<file path="src/design/mtsc_pkg.sv">
// shared types and constants for the multi toggle switch counter
// no dependencies; used by multi_toggle_switch_counter
`default_nettype none

package mtsc_pkg;

  // switches that can be handled at most, one bit each in the input item
  localparam int MAX_LANES = 8;
  localparam int NUM_SWITCHES_DEF = 8;

  localparam int CNT_W = 3;
  localparam int TMR_W = 4;
  localparam int SW_IDX_W = 3;
  localparam int CFG_IDX_W = 1;
  localparam int CFG_DATA_W = 4;

  localparam logic [CNT_W-1:0] COUNT_LIMIT_RST = 3'd4;
  localparam logic [TMR_W-1:0] TIMEOUT_RST = 4'd15;

  // register indexes
  localparam logic [CFG_IDX_W-1:0] CFG_COUNT_LIMIT = 1'b0;
  localparam logic [CFG_IDX_W-1:0] CFG_TIMEOUT_TICKS = 1'b1;

  // item kinds carried in tuser
  localparam logic FUNC_TICK = 1'b0;
  localparam logic FUNC_CAPTURE = 1'b1;

  typedef enum logic [1:0] {
    ST_IDLE,
    ST_BUSY,
    ST_FLUSH
  } state_t;

  typedef struct packed {
    logic [SW_IDX_W-1:0] idx;
    logic [CNT_W-1:0] cnt;
    logic level;
  } evt_t;

  typedef struct packed {
    logic stall;
    logic commit;
    logic load_mid;
    logic load_last;
  } ctrl_t;

endpackage

`default_nettype wire

</file>
<file path="src/design/multi_toggle_switch_counter.sv">
// multi toggle switch counter: top level with lane state and sequencer
// depends on mtsc_pkg
`default_nettype none

// Counts toggle sequences on up to eight switches. A tick item (tuser = 0)
// carries the sampled levels in tdata; a capture item (tuser = 1) loads the
// levels as settled state and clears all counts and timers as it is taken.
// A tick is worked through by one shared lane update unit, one switch per
// cycle unless stalled, for min(NUM_SWITCHES, 8) switches; a flush state then
// hands the final event to the output register and the block returns to idle
// before the next item is taken. Back-pressure on the output stalls the walk
// when an event is found while another is held back and the output register
// is full, and holds the flush state likewise. Events leave in rising switch
// order, tlast marking the final one of the tick. The input is not ready
// while a tick is being worked through.
module multi_toggle_switch_counter #(
  parameter int NUM_SWITCHES = mtsc_pkg::NUM_SWITCHES_DEF
) (
  input  wire logic clk,
  input  wire logic rst,
  // input items
  input  wire logic s_tvalid,
  output logic s_tready,
  input  wire logic [7:0] s_tdata,   // [7:0] switch_levels
  input  wire logic s_tuser,         // [0] func
  // result items
  output logic m_tvalid,
  input  wire logic m_tready,
  output logic [7:0] m_tdata,        // [2:0] switch_index, [5:3] toggle_count, [6] level, [7] zero
  output logic m_tlast,
  // configuration
  input  wire logic cfg_we,
  input  wire logic [mtsc_pkg::CFG_IDX_W-1:0] cfg_index,
  input  wire logic [mtsc_pkg::CFG_DATA_W-1:0] cfg_data
);

  localparam int LANES = (NUM_SWITCHES < mtsc_pkg::MAX_LANES) ?
                         NUM_SWITCHES : mtsc_pkg::MAX_LANES;
  localparam int IDX_W = (LANES > 1) ? $clog2(LANES) : 1;
  localparam int CNT_W = mtsc_pkg::CNT_W;
  localparam int TMR_W = mtsc_pkg::TMR_W;

  mtsc_pkg::state_t state, state_next;
  mtsc_pkg::ctrl_t ctrl;

  logic [CNT_W-1:0] count_limit;
  logic [TMR_W-1:0] timeout_ticks;

  logic             settled [LANES];
  logic [CNT_W-1:0] change_count [LANES];
  logic [TMR_W-1:0] tick_timer [LANES];

  logic [LANES-1:0] levels;
  logic [IDX_W-1:0] idx;

  logic           pend_valid;
  mtsc_pkg::evt_t pend;
  mtsc_pkg::evt_t out_evt;

  // shared lane update unit
  logic             live, held, changed, lane_idle, fire, out_free, last_lane;
  logic [CNT_W-1:0] cnt, cnt_upd;
  logic [TMR_W-1:0] tmr, tmr_upd;
  mtsc_pkg::evt_t   new_evt;

  logic accept;

  assign accept = s_tvalid && s_tready;
  assign out_free = !m_tvalid || m_tready;
  assign last_lane = (idx == IDX_W'(LANES - 1));

  always_comb begin
    live = levels[idx];
    held = settled[idx];
    cnt = change_count[idx];
    tmr = tick_timer[idx];
    // odd count: back at the settled level counts as a change
    changed = cnt[0] ? (live == held) : (live != held);
    lane_idle = (cnt == '0) && (tmr == '0) && (live == held);
    if (changed) begin
      cnt_upd = cnt + CNT_W'(1);
      tmr_upd = '0;
    end else if (cnt != '0) begin
      cnt_upd = cnt;
      tmr_upd = tmr + TMR_W'(1);
    end else begin
      cnt_upd = cnt;
      tmr_upd = tmr;
    end
    fire = !lane_idle && ((cnt_upd >= count_limit) || (tmr_upd >= timeout_ticks));
    new_evt.idx = mtsc_pkg::SW_IDX_W'(idx);
    new_evt.cnt = cnt_upd;
    new_evt.level = live;
  end

  // next state
  always_comb begin
    state_next = state;
    unique case (state)
      mtsc_pkg::ST_IDLE: begin
        if (accept && s_tuser == mtsc_pkg::FUNC_TICK) begin
          state_next = mtsc_pkg::ST_BUSY;
        end
      end
      mtsc_pkg::ST_BUSY: begin
        if (ctrl.commit && last_lane) begin
          state_next = mtsc_pkg::ST_FLUSH;
        end
      end
      mtsc_pkg::ST_FLUSH: begin
        if (!pend_valid || out_free) begin
          state_next = mtsc_pkg::ST_IDLE;
        end
      end
      default: state_next = mtsc_pkg::ST_IDLE;
    endcase
  end

  // control outputs
  always_comb begin
    s_tready = 1'b0;
    ctrl = '0;
    unique case (state)
      mtsc_pkg::ST_IDLE: begin
        s_tready = 1'b1;
      end
      mtsc_pkg::ST_BUSY: begin
        // a second event needs the waiting one moved out first
        ctrl.stall = fire && pend_valid && !out_free;
        ctrl.commit = !ctrl.stall;
        ctrl.load_mid = ctrl.commit && fire && pend_valid;
      end
      mtsc_pkg::ST_FLUSH: begin
        ctrl.load_last = pend_valid && out_free;
      end
      default: begin
        s_tready = 1'b0;
      end
    endcase
  end

  always_ff @(posedge clk) begin
    if (rst) begin
      state <= mtsc_pkg::ST_IDLE;
    end else begin
      state <= state_next;
    end
  end

  always_ff @(posedge clk) begin
    if (rst) begin
      count_limit <= mtsc_pkg::COUNT_LIMIT_RST;
      timeout_ticks <= mtsc_pkg::TIMEOUT_RST;
    end else if (cfg_we) begin
      unique case (cfg_index)
        mtsc_pkg::CFG_COUNT_LIMIT: count_limit <= cfg_data[CNT_W-1:0];
        mtsc_pkg::CFG_TIMEOUT_TICKS: timeout_ticks <= cfg_data[TMR_W-1:0];
        default: count_limit <= count_limit;
      endcase
    end
  end

  always_ff @(posedge clk) begin
    if (rst) begin
      idx <= '0;
    end else if (accept) begin
      idx <= '0;
    end else if (ctrl.commit && !last_lane) begin
      idx <= idx + IDX_W'(1);
    end
  end

  always_ff @(posedge clk) begin
    if (accept) begin
      levels <= s_tdata[LANES-1:0];
    end
  end

  always_ff @(posedge clk) begin
    if (rst) begin
      for (int i = 0; i < LANES; i++) begin
        settled[i] <= 1'b0;
        change_count[i] <= '0;
        tick_timer[i] <= '0;
      end
    end else if (accept && s_tuser == mtsc_pkg::FUNC_CAPTURE) begin
      for (int i = 0; i < LANES; i++) begin
        settled[i] <= s_tdata[i];
        change_count[i] <= '0;
        tick_timer[i] <= '0;
      end
    end else if (ctrl.commit && !lane_idle) begin
      if (fire) begin
        settled[idx] <= live;
        change_count[idx] <= '0;
        tick_timer[idx] <= '0;
      end else begin
        change_count[idx] <= cnt_upd;
        tick_timer[idx] <= tmr_upd;
      end
    end
  end

  // one event is held back until it is known whether another follows
  always_ff @(posedge clk) begin
    if (rst) begin
      pend_valid <= 1'b0;
    end else if (ctrl.commit && fire) begin
      pend_valid <= 1'b1;
    end else if (ctrl.load_last) begin
      pend_valid <= 1'b0;
    end
  end

  always_ff @(posedge clk) begin
    if (ctrl.commit && fire) begin
      pend <= new_evt;
    end
  end

  always_ff @(posedge clk) begin
    if (rst) begin
      m_tvalid <= 1'b0;
    end else if (ctrl.load_mid || ctrl.load_last) begin
      m_tvalid <= 1'b1;
    end else if (m_tready) begin
      m_tvalid <= 1'b0;
    end
  end

  always_ff @(posedge clk) begin
    if (ctrl.load_mid || ctrl.load_last) begin
      out_evt <= pend;
      m_tlast <= ctrl.load_last;
    end
  end

  assign m_tdata = {1'b0, out_evt.level, out_evt.cnt, out_evt.idx};

`ifndef SYNTHESIS
  a_idle_no_pending: assert property (@(posedge clk) disable iff (rst)
    s_tready |-> !pend_valid)
    else $error("input ready while an event is still held back");

  a_stall_holds: assert property (@(posedge clk) disable iff (rst)
    ctrl.stall |=> (state == mtsc_pkg::ST_BUSY) && $stable(idx))
    else $error("sequencer moved on during an output stall");

  a_fire_pends: assert property (@(posedge clk) disable iff (rst)
    (ctrl.commit && fire) |=> pend_valid)
    else $error("fired event not held");

  a_load_needs_room: assert property (@(posedge clk) disable iff (rst)
    (ctrl.load_mid || ctrl.load_last) |-> (out_free && pend_valid))
    else $error("output register overwritten");

  a_flush_empties: assert property (@(posedge clk) disable iff (rst)
    (state == mtsc_pkg::ST_FLUSH && state_next == mtsc_pkg::ST_IDLE) |=> !pend_valid)
    else $error("event left behind at end of tick");
`endif

endmodule

`default_nettype wire

</file>
<file path="config.mk">
export PLATFORM = sky130hd
export DESIGN_NAME = multi_toggle_switch_counter
export DESIGN_NICKNAME = d
export VERILOG_FILES = /design/src/design/mtsc_pkg.sv /design/src/design/multi_toggle_switch_counter.sv
export SDC_FILE = /design/constraint.sdc
export NUM_CORES = 1
export LEC_CHECK = 0
export BUFFER_PORTS_ARGS = -buffer_cell sky130_fd_sc_hd__buf_2
export CAP_MARGIN = 20
export CORE_MARGIN = 4
export CORE_UTILIZATION = 60
export DETAILED_ROUTE_END_ITERATION = 8
export PLACE_DENSITY_LB_ADDON = 0.08
export SLEW_MARGIN = 5
export SYNTH_ARGS = -nofsm -noshare
export SYNTH_HDL_FRONTEND = slang
export SYNTH_SLANG_ARGS = --single-unit
</file>
<file path="constraint.sdc">
create_clock -name clk -period 5.8 [get_ports clk]
set_input_delay 0.58 -clock clk [delete_from_list [all_inputs] [get_ports clk]]
set_output_delay 0.58 -clock clk [all_outputs]
set_load 0.05 [all_outputs]
</file>
=== Word level (Yosys, flattened, before mapping) ===
Memory sizes are Yosys's and may differ from the RTL's. A register that Yosys moved wholly into a read port is not among the register bits.
Index checks and enable logic that the tools add are counted.

* Register bits after elaboration: 37
* Memory bits (writable): 64
* Input port bits: 19
* Output and inout bits: 11
* Logic and storage cells: 170
* Memories kept: 3

* Add/sub/neg operators: 3
* $lt $le $gt $ge: 3
* Equality and inequality tests: 8
* Multiplexer cells: 73
* Bitwise gates (word level): 28
* Reductions and logical operators: 38

{| class="wikitable"
|+ Memories
! name !! depth !! bits a word !! rd ports !! clocked after Yosys merged registers in !! write ports !! line !! RTL
|-
| tick_timer || 8 || 4 || 1 || 1 || 8 || multi_toggle_switch_counter.sv:51 || <nowiki>logic [TMR_W-1:0] tick_timer [LANES];</nowiki>
|-
| change_count || 8 || 3 || 1 || 1 || 8 || multi_toggle_switch_counter.sv:50 || <nowiki>logic [CNT_W-1:0] change_count [LANES];</nowiki>
|-
| settled || 8 || 1 || 1 || 1 || 8 || multi_toggle_switch_counter.sv:49 || <nowiki>logic settled [LANES];</nowiki>
|}

{| class="wikitable"
|+ Operators by type and width
! cell !! number
|-
| $mux 3 || 20
|-
| $mux 4 || 12
|-
| $mux 1 || 35
|-
| $or 1x1->1 || 26
|-
| $logic_and 1x1->1 || 15
|-
| $mux 2 || 4
|-
| $add 3x1->3 const B || 2
|-
| $logic_not 1->1 || 6
|-
| $ne 2x2->1 const B || 3
|-
| $pmux 2 s3 || 1
|-
| $add 4x1->4 const B || 1
|-
| $ge 4x4->1 || 1
|-
| $logic_not 4->1 || 1
|-
| $logic_or 1x1->1 || 4
|-
| $lt 3x4->1 const B || 1
|-
| $reduce_and 2->1 || 2
|-
| $reduce_bool 2->1 || 2
|-
| $reduce_or 4->1 || 1
|-
| $bmux 1 s3 || 1
|-
| $eq 3x3->1 const B || 1
|-
| $ge 3x3->1 || 1
|-
| $logic_not 3->1 || 1
|-
| $reduce_and 3->1 || 1
|-
| $reduce_bool 3->1 || 1
|-
| other kinds (9) || 10
|}

=== Logic depth before layout (Yosys ltp) ===
* Depth after elaboration: 22
* Depth in mapped cells: 21
* Depth with buffers taken out: 17

=== Worst setup path before layout ===
OpenSTA, ideal clock, no wires.

* Path kind: reg2reg
* Start: register (tool-made name)
* End: memory change_count[0][0], enable pin
* Setup time: 381 ps
* Arrival time: 4285 ps
* Required time: 5419 ps
* Slack: 1135 ps
* Cell stages (with the launch flop): 20
* Buffers on the path: 2
* Period minus slack after synthesis: 4665 ps
* Cell sequence: dfxtp_1 -> buf_1 -> mux4_2 -> mux2i_2 -> inv_1 -> ha_1 -> inv_1 -> a221oi_1 -> nand4_1 -> nand3_1 -> o22a_1 -> clkbuf_1 -> inv_1 -> ha_1 -> a211o_1 -> a31oi_1 -> o21ai_1 -> nand2_1 -> nand3_1 -> o21ai_0

{| class="wikitable"
|+ RTL lines
! what !! line
|-
| end: declaration || multi_toggle_switch_counter.sv:50
|}

==> reports/results.txt <==
Grt met3 use: 6.20%
Core box area: 0.00834 mm2
Dpl hpwl: 9.12 mm
Area share of the largest cell type after synthesis: 50.0%
Initial Util: 62.6%
Grt met1 use: 36.4%
RSZ-0062 raised after global routing: no
Status: finished, final reports clean
Layout cells sized above 1: 19.0%
Hold buffer count at cts: 0
Relative slew slack: 32.0%
Postcts setup bufs: 0
ANT nets after route: 0
Syn Area/Cell: 12.2 um2
HP Class: primary input to flop
Pwr per Cell Area: 273 mW/mm2
Post-CTS sizing: 0
Register area share after synthesis: 56.5%
Ys Warns: 0
Worst skew pair latency: 370 ps
GRT Total Usage: 26.6%
Total Nets Final: 496
GRT busiest layer: met2
GRT overflow: 0
Post-Route WL: 12.7 mm
TritonCTS Buffers: 9
DRC viols: 0
Pre-antenna DRT Iters: 5
# diodes: 0
Fin crit period: 5290 ps
CTS max path bufs: 2
Starting DRT DRC Count: 428
CP required: 6020 ps
Area Overhead vs Synth: 9.44%
GR Layer Usage met2: 40.7%
Vias in the first global route: 3,721
Commonest non-fill, non-tap cell in the layout: edfxtp_1
Final setup TNS: 0 ps
Num ports: 30
Die X-Extent: 101 um
Final Hold Vio Count: 0
Clk sink count: 104
Cell taking the most area after synthesis: edfxtp_1
Final Slew Violations: 0
Rows: 33
Die area: 0.0103 mm2
First-pass GRT wire length: 20.1 mm
GPL Wtd Cong: 0.967
Leak: 2.13 nW
Post-synth EDFFs: 87
Reg clk slew, reported paths: 100 ps
Async S/R FF share, synth: 0%
Post-synth net total: 460
Cell variety after synth: 57
Chip height: 101 um
H-tree Lvls: 3
DR WL/cell: 22.1 um
Worst-margin pin slew: 1010 ps
Critical path capture point type: flop
Maximum clock frequency: 0.189 GHz
Number of I/O port buffers: 28
Vias: 3,731
Type of the worst setup path: flop to flop
Yosys reg bits: 104
Layout Utilization: 68.5%
Most frequent cells in the layout: edfxtp_1 (87), nor2_1 (48), buf_2 (28)
Worst Path Arrival: 5510 ps
TritonCTS clock tree: yes
Synthesized instance count: 428
CTS root buf: clkbuf_8
Syn Std Cell Area: 0.00522 mm2
Setup Viol. Count Final: 0
CP startpoint kind: flop
Tcrit/Tclk final: 91.2%
Fin area: 0.00572 mm2
Most used DFF post-synth: edfxtp_1
Area contributors post-synth: edfxtp_1 (50%), dfxtp_1 (6.5%), mux4_2 (6.0%)
Initial antenna violation count: 0
Via-per-instance ratio: 6.50
VDD IR max: 0.170 mV
Worst-case clock skew: 11.0 ps
Worst-path maximum fanout: 10
Pin count of the biggest net entering global routing: 19
Max cap viols: 0
Placed Area: 0.00551 mm2
==> registers in the layout, indices dropped and copies added (netlist names), 2 cells and up, named ones only <==
register	flops
m_tdata	7
idx	3
count_limit	3
settled	8
tick_timer	32
timeout_ticks	4
levels	8
state	2
change_count	24
pend	7
==> cells in the mapped netlist (6+ instances only) <==
master and instances:
nand3_1 13, a22o_1 7, a211o_1 6, mux2i_1 15
inv_1 19, ha_1 13, o21ai_0 21, mux4_2 14
a21boi_0 6, nor2b_1 6, nand2b_1 8, edfxtp_1 87
a21oi_1 9, clkbuf_1 10, nor3_1 22, nand2_1 20
nor2_2 7, nor2_1 48, dfxtp_1 17
==> worst max-delay path, stage by stage, from the launching register on <==
cell and delay [ps]:
dfxtp_1 630, mux4_2 610, mux2i_2 390, inv_1 140
ha_1 260, inv_1 70, a221oi_1 60, nand4_1 130
nand3_1 110, o22a_1 360, inv_1 140, ha_1 250
a211o_1 300, a31oi_1 140, o21ai_1 230, nor3_1 230
buf_4 160, or4b_1 710, nor2_2 200
==> path summary, 6_finish.rpt <==
| check | start | to | slack, ps | depth (start not counted) |
|---|---|---|---|---|
| max reg2reg | flop | tick_timer[5][1] | 510 | 18 |
| max | flop | tick_timer[5][1] | 510 | 18 |
| min | s_tdata[3] | levels[3] | 410 | 1 |
| min reg2reg | pend[5] | m_tdata[1] | 430 | 0 |
==> per-stage QoR <==
step	power [mW]	hold WS [ps]	cells	worst slack, ps
floorplan	1.04	400	428	1130
finish	1.56	409	574	510
detailed placement	1.11	405	557	590
global placement	1.11	402	557	796
CTS	1.56	395	573	550
global route	1.63	381	574	133
==> cell type report <==
type	count	area, um2
inverter	20	75.1
clock buffer	9	124
tap	105	131
multi-input combinational	284	2090
timing repair buffer	45	268
sequential	104	2950
clock inverter	7	78.8
fill	633	2620
==> power breakdown <==
part	switching, mW	internal [mW]	total (mW)
Clock	0.257	0.204	0.461
Combinational	0.147	0.0851	0.232
Sequential	0.0176	0.851	0.868
Total	0.422	1.14	1.56
==> cell families after synthesis <==
logic type	Yosys count	share of synthesized area [%]
muxes	35	10.4
xor gates and xnor gates	3	1.03
buffers and inverters	40	3.52
AOI/OAI and AO/OA	82	11.0
and+or+nand+nor	150	14.3
adders and majority gates	13	3.11
DFF	104	56.5
other	1	0.0718
==> per-layer routing <==
layer / wire, um / part of all wire [%] / vias to the layer above
li1: - / - / 1695
met1: 5080 / 40 / 1805
met2: 5900 / 47 / 200
met3: 1250 / 9.8 / 31
met4: 444 / 3.5 / 0
met5: 0 / 0 / -
(Power assumes the default switching activity.)
